File: config.mk
export PLATFORM = sky130hd
export DESIGN_NAME = rgb_to_hls_converter
export DESIGN_NICKNAME = d
export VERILOG_FILES = /design/src/hdl/rhls_pkg.sv /design/src/hdl/rhls_front.sv /design/src/hdl/rhls_div_lane.sv /design/src/hdl/rgb_to_hls_converter.sv
export SDC_FILE = /design/constraint.sdc
export NUM_CORES = 2
export LEC_CHECK = 0
export ABC_AREA = 0
export BUFFER_PORTS_ARGS = -buffer_cell sky130_fd_sc_hd__buf_4
export CAP_MARGIN = 0
export CORE_MARGIN = 10
export CORE_UTILIZATION = 59
export CTS_BUF_LIST = sky130_fd_sc_hd__clkbuf_4
export CTS_CLUSTER_SIZE = 14
export DETAILED_ROUTE_END_ITERATION = 7
export HOLD_SLACK_MARGIN = 0.05
export PLACE_DENSITY = 0.81
export SKIP_LAST_GASP = 1
export SLEW_MARGIN = 20
export SYNTH_ARGS = -nofsm -noshare
export SYNTH_HDL_FRONTEND = slang
export SYNTH_SLANG_ARGS = --single-unit
File: constraint.sdc
create_clock -name clk -period 5.9 [get_ports clk]
set_clock_uncertainty 0.15 [all_clocks]
set_input_delay 1.18 -clock clk [delete_from_list [all_inputs] [get_ports clk]]
set_output_delay 1.18 -clock clk [all_outputs]
set_load 0.01 [all_outputs]
File: src/hdl/rhls_pkg.sv
// Shared types and constants for the RGB to HLS converter.
// Used by rhls_front, rhls_div_lane, rgb_to_hls_converter and tb_top; depends on nothing.
`timescale 1ns / 1ps

package rhls_pkg;

	// Field widths of the pixel and of the result
	localparam int COMP_W  = 8;
	localparam int HUE_W   = 13;
	localparam int LIGHT_W = 11;
	localparam int SAT_W   = 11;

	// Divider lane geometry: one quotient bit per stage
	localparam int NUM_W  = 22;
	localparam int DEN_W  = 10;
	localparam int QUO_W  = 13;
	localparam int WIDE_W = NUM_W + DEN_W;

	// Signed width of the raw hue numerator
	localparam int HNUM_W = 23;

	// Hue scale in 1/16 degree
	localparam int HUE_SECTOR     = 960;
	localparam int HUE_BASE_GREEN = 1920;
	localparam int HUE_BASE_BLUE  = 3840;
	localparam int HUE_FULL       = 5760;
	localparam int HUE_MAX        = 5759;

	// Lightness and saturation scale in 1/16 percent
	localparam int PCT_FULL     = 1600;
	localparam int PCT_TWICE    = 3200;
	localparam int COMP_SUM_MAX = 510;
	localparam int COMP_HALF    = 255;

	// Lightness divides by the constant 1020: multiply by ceil(2^32 / 1020)
	// and keep the bits above 2^32; exact for every numerator up to 2^22
	localparam int LIGHT_RECIP   = 4210753;
	localparam int LIGHT_RECIP_W = 23;
	localparam int LIGHT_SHIFT   = 32;
	localparam int LIGHT_PROD_W  = NUM_W + LIGHT_RECIP_W;

	// Front end depth, and accept-to-strobe latency in cycles
	localparam int FRONT_STAGES = 3;
	localparam int PIPE_LAT     = FRONT_STAGES + QUO_W + 1;

	// Which component holds the maximum
	typedef enum logic [1:0] {
		SECT_RED,
		SECT_GREEN,
		SECT_BLUE
	} sect_t;

	// One rounded division: quotient = floor(num / den)
	typedef struct packed {
		logic [NUM_W-1:0] num;
		logic [DEN_W-1:0] den;
	} div_req_t;

	// Beat handed from the front end to the two divider lanes and the
	// lightness path (numerator over the fixed divisor 1020)
	typedef struct packed {
		logic             vld;
		div_req_t         hue;
		div_req_t         sat;
		logic [NUM_W-1:0] light;
	} front_beat_t;

endpackage

File: src/hdl/rhls_front.sv
// Front end of the RGB to HLS converter: max/min search, sector select and
// forming of the division operands over three register stages. Uses rhls_pkg.
`timescale 1ns / 1ps

module rhls_front (
	input  logic                          clk,
	input  logic                          arst_n,
	input  logic                          in_vld,
	input  logic [rhls_pkg::COMP_W-1:0]   red,
	input  logic [rhls_pkg::COMP_W-1:0]   green,
	input  logic [rhls_pkg::COMP_W-1:0]   blue,
	output rhls_pkg::front_beat_t         beat
);
	import rhls_pkg::*;

	// Stage 1 registers
	logic                     vld_s1;
	logic [COMP_W-1:0]        mx_s1;
	logic [COMP_W-1:0]        mn_s1;
	sect_t                    sect_s1;
	logic signed [COMP_W:0]   diff_s1;

	// Stage 2 registers
	logic                     vld_s2;
	logic [COMP_W-1:0]        delta_s2;
	logic [COMP_W:0]          sum_s2;
	logic signed [HNUM_W-1:0] hnum_s2;

	// Stage 3 registers
	logic                     vld_s3;
	div_req_t                 hue_s3;
	div_req_t                 sat_s3;
	logic [NUM_W-1:0]         light_s3;

	// Stage 1 logic
	logic [COMP_W-1:0]        mx_c;
	logic [COMP_W-1:0]        mn_c;
	sect_t                    sect_c;
	logic signed [COMP_W:0]   diff_c;

	// Stage 2 logic
	logic [COMP_W-1:0]        delta_c;
	logic [HNUM_W-1:0]        base_c;
	logic signed [HNUM_W-1:0] scaled_c;

	// Stage 3 logic
	logic                     grey_c;
	logic signed [HNUM_W-1:0] hfix_c;
	logic [COMP_W-1:0]        dsat_c;
	front_beat_t              beat_c;

	// Find max and min; ties go red, then green, then blue
	always_comb begin
		mx_c = red;
		mn_c = red;
		if (green > mx_c) mx_c = green;
		if (blue > mx_c)  mx_c = blue;
		if (green < mn_c) mn_c = green;
		if (blue < mn_c)  mn_c = blue;
		if (red == mx_c) begin
			sect_c = SECT_RED;
			diff_c = $signed({1'b0, green}) - $signed({1'b0, blue});
		end else if (green == mx_c) begin
			sect_c = SECT_GREEN;
			diff_c = $signed({1'b0, blue}) - $signed({1'b0, red});
		end else begin
			sect_c = SECT_BLUE;
			diff_c = $signed({1'b0, red}) - $signed({1'b0, green});
		end
	end

	// Raw hue numerator: base * delta + 960 * diff
	always_comb begin
		delta_c = mx_s1 - mn_s1;
		case (sect_s1)
			SECT_GREEN: base_c = HNUM_W'(delta_c) * HNUM_W'(HUE_BASE_GREEN);
			SECT_BLUE:  base_c = HNUM_W'(delta_c) * HNUM_W'(HUE_BASE_BLUE);
			default:    base_c = '0;
		endcase
		scaled_c = HNUM_W'(diff_s1) * HNUM_W'(HUE_SECTOR);
	end

	// Wrap negative hue, pick the saturation divisor and build the operands
	always_comb begin
		grey_c = (delta_s2 == '0);
		hfix_c = hnum_s2;
		if (hnum_s2 < 0) begin
			hfix_c = hnum_s2 + $signed(HNUM_W'(delta_s2) * HNUM_W'(HUE_FULL));
		end
		if (sum_s2 < (COMP_W + 1)'(COMP_HALF)) begin
			dsat_c = sum_s2[COMP_W-1:0];
		end else begin
			dsat_c = COMP_W'((COMP_W + 1)'(COMP_SUM_MAX) - sum_s2);
		end

		beat_c.vld   = vld_s2;
		beat_c.light = NUM_W'(sum_s2) * NUM_W'(PCT_TWICE) + NUM_W'(COMP_SUM_MAX);
		if (grey_c) begin
			beat_c.hue.num = '0;
			beat_c.hue.den = DEN_W'(1);
			beat_c.sat.num = '0;
			beat_c.sat.den = DEN_W'(1);
		end else begin
			beat_c.hue.num = {hfix_c[NUM_W-2:0], 1'b0} + NUM_W'(delta_s2);
			beat_c.hue.den = DEN_W'({delta_s2, 1'b0});
			beat_c.sat.num = NUM_W'(delta_s2) * NUM_W'(PCT_TWICE) + NUM_W'(dsat_c);
			beat_c.sat.den = DEN_W'({dsat_c, 1'b0});
		end
	end

	// Valid bits: clear on reset, advance every cycle
	always_ff @(posedge clk or negedge arst_n) begin
		if (!arst_n) begin
			vld_s1 <= 1'b0;
			vld_s2 <= 1'b0;
			vld_s3 <= 1'b0;
		end else begin
			vld_s1 <= in_vld;
			vld_s2 <= vld_s1;
			vld_s3 <= beat_c.vld;
		end
	end

	// Payload: advance every cycle
	always_ff @(posedge clk) begin
		mx_s1    <= mx_c;
		mn_s1    <= mn_c;
		sect_s1  <= sect_c;
		diff_s1  <= diff_c;
		delta_s2 <= delta_c;
		sum_s2   <= (COMP_W + 1)'(mx_s1) + (COMP_W + 1)'(mn_s1);
		hnum_s2  <= $signed(base_c) + scaled_c;
		hue_s3   <= beat_c.hue;
		sat_s3   <= beat_c.sat;
		light_s3 <= beat_c.light;
	end

	assign beat = {vld_s3, hue_s3, sat_s3, light_s3};

endmodule

File: src/hdl/rhls_div_lane.sv
// Pipelined restoring divider lane, one quotient bit per stage.
// Operand and quotient widths come from rhls_pkg.
`timescale 1ns / 1ps

module rhls_div_lane (
	input  logic                        clk,
	input  logic                        arst_n,
	input  logic                        in_vld,
	input  rhls_pkg::div_req_t          req,
	output logic                        out_vld,
	output logic [rhls_pkg::QUO_W-1:0]  quo
);
	import rhls_pkg::*;

	// Stage registers
	logic             vld_s [QUO_W];
	logic [NUM_W-1:0] rem_s [QUO_W];
	logic [DEN_W-1:0] den_s [QUO_W];
	logic [QUO_W-1:0] quo_s [QUO_W];

	// Per-stage inputs and trial subtraction
	logic             vld_c   [QUO_W];
	logic [NUM_W-1:0] rem_c   [QUO_W];
	logic [DEN_W-1:0] den_c   [QUO_W];
	logic [QUO_W-1:0] quo_c   [QUO_W];
	logic [WIDE_W-1:0] trial_c [QUO_W];
	logic             fit_c   [QUO_W];

	// Route each stage's input from the previous stage
	always_comb begin
		vld_c[0] = in_vld;
		rem_c[0] = req.num;
		den_c[0] = req.den;
		quo_c[0] = '0;
		for (int i = 1; i < QUO_W; i++) begin
			vld_c[i] = vld_s[i-1];
			rem_c[i] = rem_s[i-1];
			den_c[i] = den_s[i-1];
			quo_c[i] = quo_s[i-1];
		end
	end

	// Compare the remainder against the shifted divisor, MSB first
	always_comb begin
		for (int i = 0; i < QUO_W; i++) begin
			trial_c[i] = WIDE_W'(den_c[i]) << (QUO_W - 1 - i);
			fit_c[i]   = WIDE_W'(rem_c[i]) >= trial_c[i];
		end
	end

	// Valid bits travel with the data
	always_ff @(posedge clk or negedge arst_n) begin
		if (!arst_n) begin
			for (int i = 0; i < QUO_W; i++) begin
				vld_s[i] <= 1'b0;
			end
		end else begin
			for (int i = 0; i < QUO_W; i++) begin
				vld_s[i] <= vld_c[i];
			end
		end
	end

	// Subtract where it fits and set the quotient bit
	always_ff @(posedge clk) begin
		for (int i = 0; i < QUO_W; i++) begin
			rem_s[i] <= fit_c[i] ? (rem_c[i] - trial_c[i][NUM_W-1:0]) : rem_c[i];
			den_s[i] <= den_c[i];
			quo_s[i] <= quo_c[i] | (QUO_W'(fit_c[i]) << (QUO_W - 1 - i));
		end
	end

	assign out_vld = vld_s[QUO_W-1];
	assign quo     = quo_s[QUO_W-1];

	// The final remainder must be below the divisor, else the quotient overflowed
	assert property (@(posedge clk) disable iff (!arst_n)
		vld_s[QUO_W-1] |-> (WIDE_W'(rem_s[QUO_W-1]) < WIDE_W'(den_s[QUO_W-1])))
		else $error("divider lane: final remainder not below divisor");

endmodule

File: src/hdl/rgb_to_hls_converter.sv
// RGB to HLS converter top level: front end, two divider lanes, lightness path
// and output register. Depends on rhls_pkg, rhls_front and rhls_div_lane.
`timescale 1ns / 1ps

// Usage
//   Input: drive red, green, blue and raise start; a pixel beat is taken at
//   every rising edge with start high and busy low. busy is held low, so
//   one pixel can enter on every clock cycle.
//   Output: done is high for exactly one cycle with hue, lightness and
//   saturation; the beat is taken at the edge that ends that cycle.
//   Pipeline from the accepting edge to the edge that takes the result:
//   three front-end stages, thirteen divider stages (one quotient
//   bit each; lightness uses a constant multiply and a matching delay)
//   and the output register. Throughput: one pixel per cycle.
//   Hue is in 1/16 degree (0..5759); lightness and saturation are in
//   1/16 percent (0..1600); grey pixels give zero hue and saturation.
//   Reset (arst_n low) clears every valid bit at once, so no result comes
//   out for beats in flight. The receiver cannot stall: the pipeline never
//   holds, and results appear in the order the pixels were taken.

module rgb_to_hls_converter (
	input  logic                          clk,
	input  logic                          arst_n,
	input  logic                          start,
	output logic                          busy,
	input  logic [rhls_pkg::COMP_W-1:0]   red,
	input  logic [rhls_pkg::COMP_W-1:0]   green,
	input  logic [rhls_pkg::COMP_W-1:0]   blue,
	output logic                          done,
	output logic [rhls_pkg::HUE_W-1:0]    hue,
	output logic [rhls_pkg::LIGHT_W-1:0]  lightness,
	output logic [rhls_pkg::SAT_W-1:0]    saturation
);
	import rhls_pkg::*;

	front_beat_t             beat;
	logic                    hue_vld;
	logic                    sat_vld;
	logic [QUO_W-1:0]        hue_quo;
	logic [QUO_W-1:0]        sat_quo;

	logic [LIGHT_PROD_W-1:0] light_prod_c;
	logic [LIGHT_W-1:0]      light_c;
	logic [LIGHT_W-1:0]      light_s [QUO_W];

	logic                    done_q;
	logic [HUE_W-1:0]        hue_q;
	logic [LIGHT_W-1:0]      light_q;
	logic [SAT_W-1:0]        sat_q;

	// Never stall the input
	assign busy = 1'b0;

	rhls_front u_front (
		.clk    (clk),
		.arst_n (arst_n),
		.in_vld (start && !busy),
		.red    (red),
		.green  (green),
		.blue   (blue),
		.beat   (beat)
	);

	rhls_div_lane u_hue_div (
		.clk     (clk),
		.arst_n  (arst_n),
		.in_vld  (beat.vld),
		.req     (beat.hue),
		.out_vld (hue_vld),
		.quo     (hue_quo)
	);

	rhls_div_lane u_sat_div (
		.clk     (clk),
		.arst_n  (arst_n),
		.in_vld  (beat.vld),
		.req     (beat.sat),
		.out_vld (sat_vld),
		.quo     (sat_quo)
	);

	// Lightness: divide by 1020 with a reciprocal multiply
	assign light_prod_c = LIGHT_PROD_W'(beat.light) * LIGHT_PROD_W'(LIGHT_RECIP);
	assign light_c      = light_prod_c[LIGHT_SHIFT +: LIGHT_W];

	// Delay lightness to line up with the divider lanes
	always_ff @(posedge clk) begin
		light_s[0] <= light_c;
		for (int i = 1; i < QUO_W; i++) begin
			light_s[i] <= light_s[i-1];
		end
	end

	// Strobe register
	always_ff @(posedge clk or negedge arst_n) begin
		if (!arst_n) begin
			done_q <= 1'b0;
		end else begin
			done_q <= hue_vld;
		end
	end

	// Clamp and hold the result
	always_ff @(posedge clk) begin
		hue_q   <= (hue_quo > QUO_W'(HUE_MAX)) ? HUE_W'(HUE_MAX) : hue_quo[HUE_W-1:0];
		sat_q   <= (sat_quo > QUO_W'(PCT_FULL)) ? SAT_W'(PCT_FULL) : sat_quo[SAT_W-1:0];
		light_q <= light_s[QUO_W-1];
	end

	assign done       = done_q;
	assign hue        = hue_q;
	assign lightness  = light_q;
	assign saturation = sat_q;

	// The two lanes run in lockstep
	assert property (@(posedge clk) disable iff (!arst_n)
		hue_vld == sat_vld)
		else $error("divider lanes out of step");

	// Every result comes from a beat taken a fixed latency earlier
	assert property (@(posedge clk) disable iff (!arst_n)
		done |-> $past(start && !busy, PIPE_LAT))
		else $error("result without matching input beat");

	// Lightness never needs clamping
	assert property (@(posedge clk) disable iff (!arst_n)
		hue_vld |-> (light_s[QUO_W-1] <= LIGHT_W'(PCT_FULL)))
		else $error("lightness out of range");

endmodule

==> impl_metrics.json <==
{
  "start_util": 0.5964,
  "routabilityCongestion": 0.8974,
  "fp.dieW_um": 308.6,
  "cp_max_fo": 5,
  "ys_ff_latch": 1090,
  "clkSlewWorstSetupHoldPaths_ps": 70,
  "holdPathEnd": "light_s[5][6]$_DFF_P_",
  "cts_num_sinks": 1090,
  "clock_path_buffers": 4,
  "critPathArrivalTime_ps": 6360,
  "wl_per_cell_um": 14.19,
  "post_cts_buffers": 0,
  "yosys_warnings": 0,
  "async_reset_ff_frac": 0.01560,
  "max_freq_mhz": 182.4,
  "finalCriticalPeriod_ps": 5481,
  "min-delay-path-class": "flip-flop to flip-flop",
  "cp.required_ps": 6780,
  "nets": 5981,
  "n_fill_cell": 6410,
  "synthTopCellsByArea": "dfxtp_1 44%, ha_1 15%, inv_1 4.5%, xnor2_1 3.7%, xor2_1 3.3%",
  "rr_worst_depth": 23,
  "drive_gt1_frac": 0.1006,
  "antenna_left": 0,
  "start_kind": "flip-flop",
  "grt_pass1_wl_um": 156200,
  "rsz0062_at_grt": "false",
  "vias_per_cell": 5.320,
  "r2r-start": "u_front.mn_s1[1]$_DFF_P_",
  "syn2layout_area_growth_pct": 10.09,
  "grt_max_degree": 31,
  "max_slew_margin": 0.2983,
  "synth_edf_count": 0,
  "status": "finished, final reports clean",
  "crit_type": "flip-flop to flip-flop",
  "post-route-period-util": 0.9291,
  "setup_viol": 0,
  "track_usage": 0.1946,
  "drt_wl_total_um": 92830,
  "dp_hpwl_um": 70300,
  "ys.flop_type": "dfxtp_1",
  "core_um2": 82370,
  "cts_tree": "done",
  "htreeDepth": 5,
  "grt-ovfl-total": 0,
  "cts_root_buffer": "clkbuf_4",
  "hold_viol": 0,
  "cap_viol_max_count": 0,
  "synth_top_cell_area_share": 0.4373,
  "cts_made_buffers": 284,
  "dieArea_um2": 95210,
  "grt_pass1_vias": 35510,
  "endpoint_kind": "flip-flop",
  "drc": 0,
  "rr_endpoint": "u_front.hnum_s2[20]$_DFF_P_",
  "syn_area_um2": 49130,
  "reg2reg_slack_ps": 420,
  "yosysMostFrequentCell": "dfxtp_1",
  "antenna_found_initial": 2,
  "fin_tns_setup_ps": 0,
  "drt_iter0_markers": 1493,
  "fp.dieH_um": 308.6,
  "min-delay-start": "light_s[4][6]$_DFF_P_",
  "mappedNetlistNets": 5688,
  "postSynthCellCount": 5015,
  "synth_top_area_cell": "dfxtp_1",
  "holdPathStages": 0,
  "io_buffers": 62,
  "syn_area_per_cell_um2": 9.796,
  "first_pass_iters": 7,
  "fin_util": 0.6565,
  "io_pins": 64,
  "vias": 34800,
  "maxSlewViolCount": 0,
  "num_rows": 105,
  "yosysSeqAreaShare": 0.4459,
  "synth_cell_type_count": 82,
  "clk_latency_ps": 1150,
  "tightest_slew_ps": 1049,
  "yosys-top-cells-count": "1,073 x dfxtp_1, 590 x inv_1, 575 x ha_1"
}
metal layers:
metal,GRT usage,vias up,wire [um]
li1,-,17770,-
met1,0.2006,16130,37270
met4,0.1002,0,3504
met5,0,-,0
met2,0.3697,644,48840
met3,0.03662,252,3217
worst max-delay path, cell delays in order, from the launching register on:
cell and delay (ps):
dfxtp_1 340, inv_1 110, ha_1 330, a21o_1 180, a21o_1 190, xnor2_1 250
buf_4 210, ha_1 250, xnor2_1 150, fa_1 500, inv_1 50, ha_1 330
nor2b_1 150, o21a_1 180, o41ai_1 370, xnor2_1 150, a22oi_1 190, nor2_1 70
ha_1 250, or3_1 370, nor3_2 140, nor3_2 90, a31o_2 260, xnor2_1 120
placed cells by master, fill, tap and decap left out, types with 74 or more instances in the layout:
cell type	Yosys	final
dfxtp_1	1073	1073
inv_1	590	590
ha_1	575	575
clkbuf_4	0	383
nor2_1	326	324
nand2_1	314	314
o21ai_0	266	265
a21oi_1	225	224
xnor2_1	208	208
xor2_1	183	182
nor3_1	101	99
buf_4	2	82
nor2b_1	78	77
a21o_1	74	74
per-stage QoR:
| stage | hold WS (ps) | cells | cell area [um2] | setup WS [ps] |
|---|---|---|---|---|
| 3_5_place_dp | 162.1 | 6090 | 50770 | 81.18 |
| 5_1_grt | 101.6 | 6538 | 54070 | 21.94 |
| 6_report | 94.64 | 6541 | 54080 | 418.6 |
| 3_3_place_gp | 160.3 | 6090 | 50770 | 124.8 |
| 2_1_floorplan | 159.6 | 5015 | 49130 | 352.7 |
| 4_1_cts | 87.04 | 6535 | 54020 | 65.96 |
worst max path at each step:
| stage | startpoint | to | slack [ps] | cells after the start |
|---|---|---|---|---|
| after CTS | u_front.mn_s1[0]$_DFF_P_ | u_front.hnum_s2[20]$_DFF_P_ | 70 | 21 |
| final | u_front.mn_s1[1]$_DFF_P_ | u_front.hnum_s2[20]$_DFF_P_ | 420 | 23 |
| after global routing | u_front.mn_s1[1]$_DFF_P_ | u_front.hnum_s2[20]$_DFF_P_ | 20 | 25 |
| after detailed placement | u_front.mn_s1[0]$_DFF_P_ | u_front.hnum_s2[20]$_DFF_P_ | 80 | 21 |
| after floorplan | green[5] | u_front.diff_s1[0]$_DFF_P_ | 350 | 21 |
| after global placement | green[1] | u_front.sect_s1[0]$_SDFF_PP0_ | 120 | 21 |
timing repair:
action | CTS | global route
hold endpoints to repair | 18 | 0
hold buffers | 2 | 0
gates resized for setup | 0 | 6
endpoints found under the setup margin | 0 | 4
final cells by class:
type	instances	area, um2	area share
inverter	590	2215	0.04095
clock buffer	383	2875	0.05317
timing repair buffer	84	635.6	0.01175
multi-input combinational	3258	24750	0.4577
antenna	6	15.01	0.0002776
clock inverter	60	345.3	0.006385
tap	1070	1339	0.02476
sequential	1090	21910	0.4051
flip-flops by register name, indices dropped and copies added, names as in the netlist, 2 cells and up:
signal,flops
hue,13
light_s,143
lightness,11
saturation,11
u_front.beat,45
u_front.delta_s2,8
u_front.diff_s1,9
u_front.hnum_s2,16
u_front.light_s3,15
u_front.mn_s1,8
u_front.mx_s1,8
u_front.sect_s1,2
u_front.sum_s2,8
u_hue_div.den_s,45
u_hue_div.quo_s,91
u_hue_div.rem_s,259
u_hue_div.vld_c,12
u_sat_div.den_s,33
u_sat_div.quo_s,91
u_sat_div.rem_s,257
logic make-up (layout without fill, tap and decap cells):
group | after synthesis | in the layout | synth area share
compound gates | 876 | 876 | 0.1112
xor+xnor | 393 | 393 | 0.07063
mux | 72 | 72 | 0.01541
simple gates | 1269 | 1269 | 0.1296
fa+ha+maj | 647 | 647 | 0.1756
buf+inv | 667 | 1117 | 0.05163
flops | 1090 | 1090 | 0.4459
other cells | 1 | 7 | 0.00007633
Power is not shown: default switching activity piles up to over one toggle a cycle in this logic, so the estimate is an artifact.
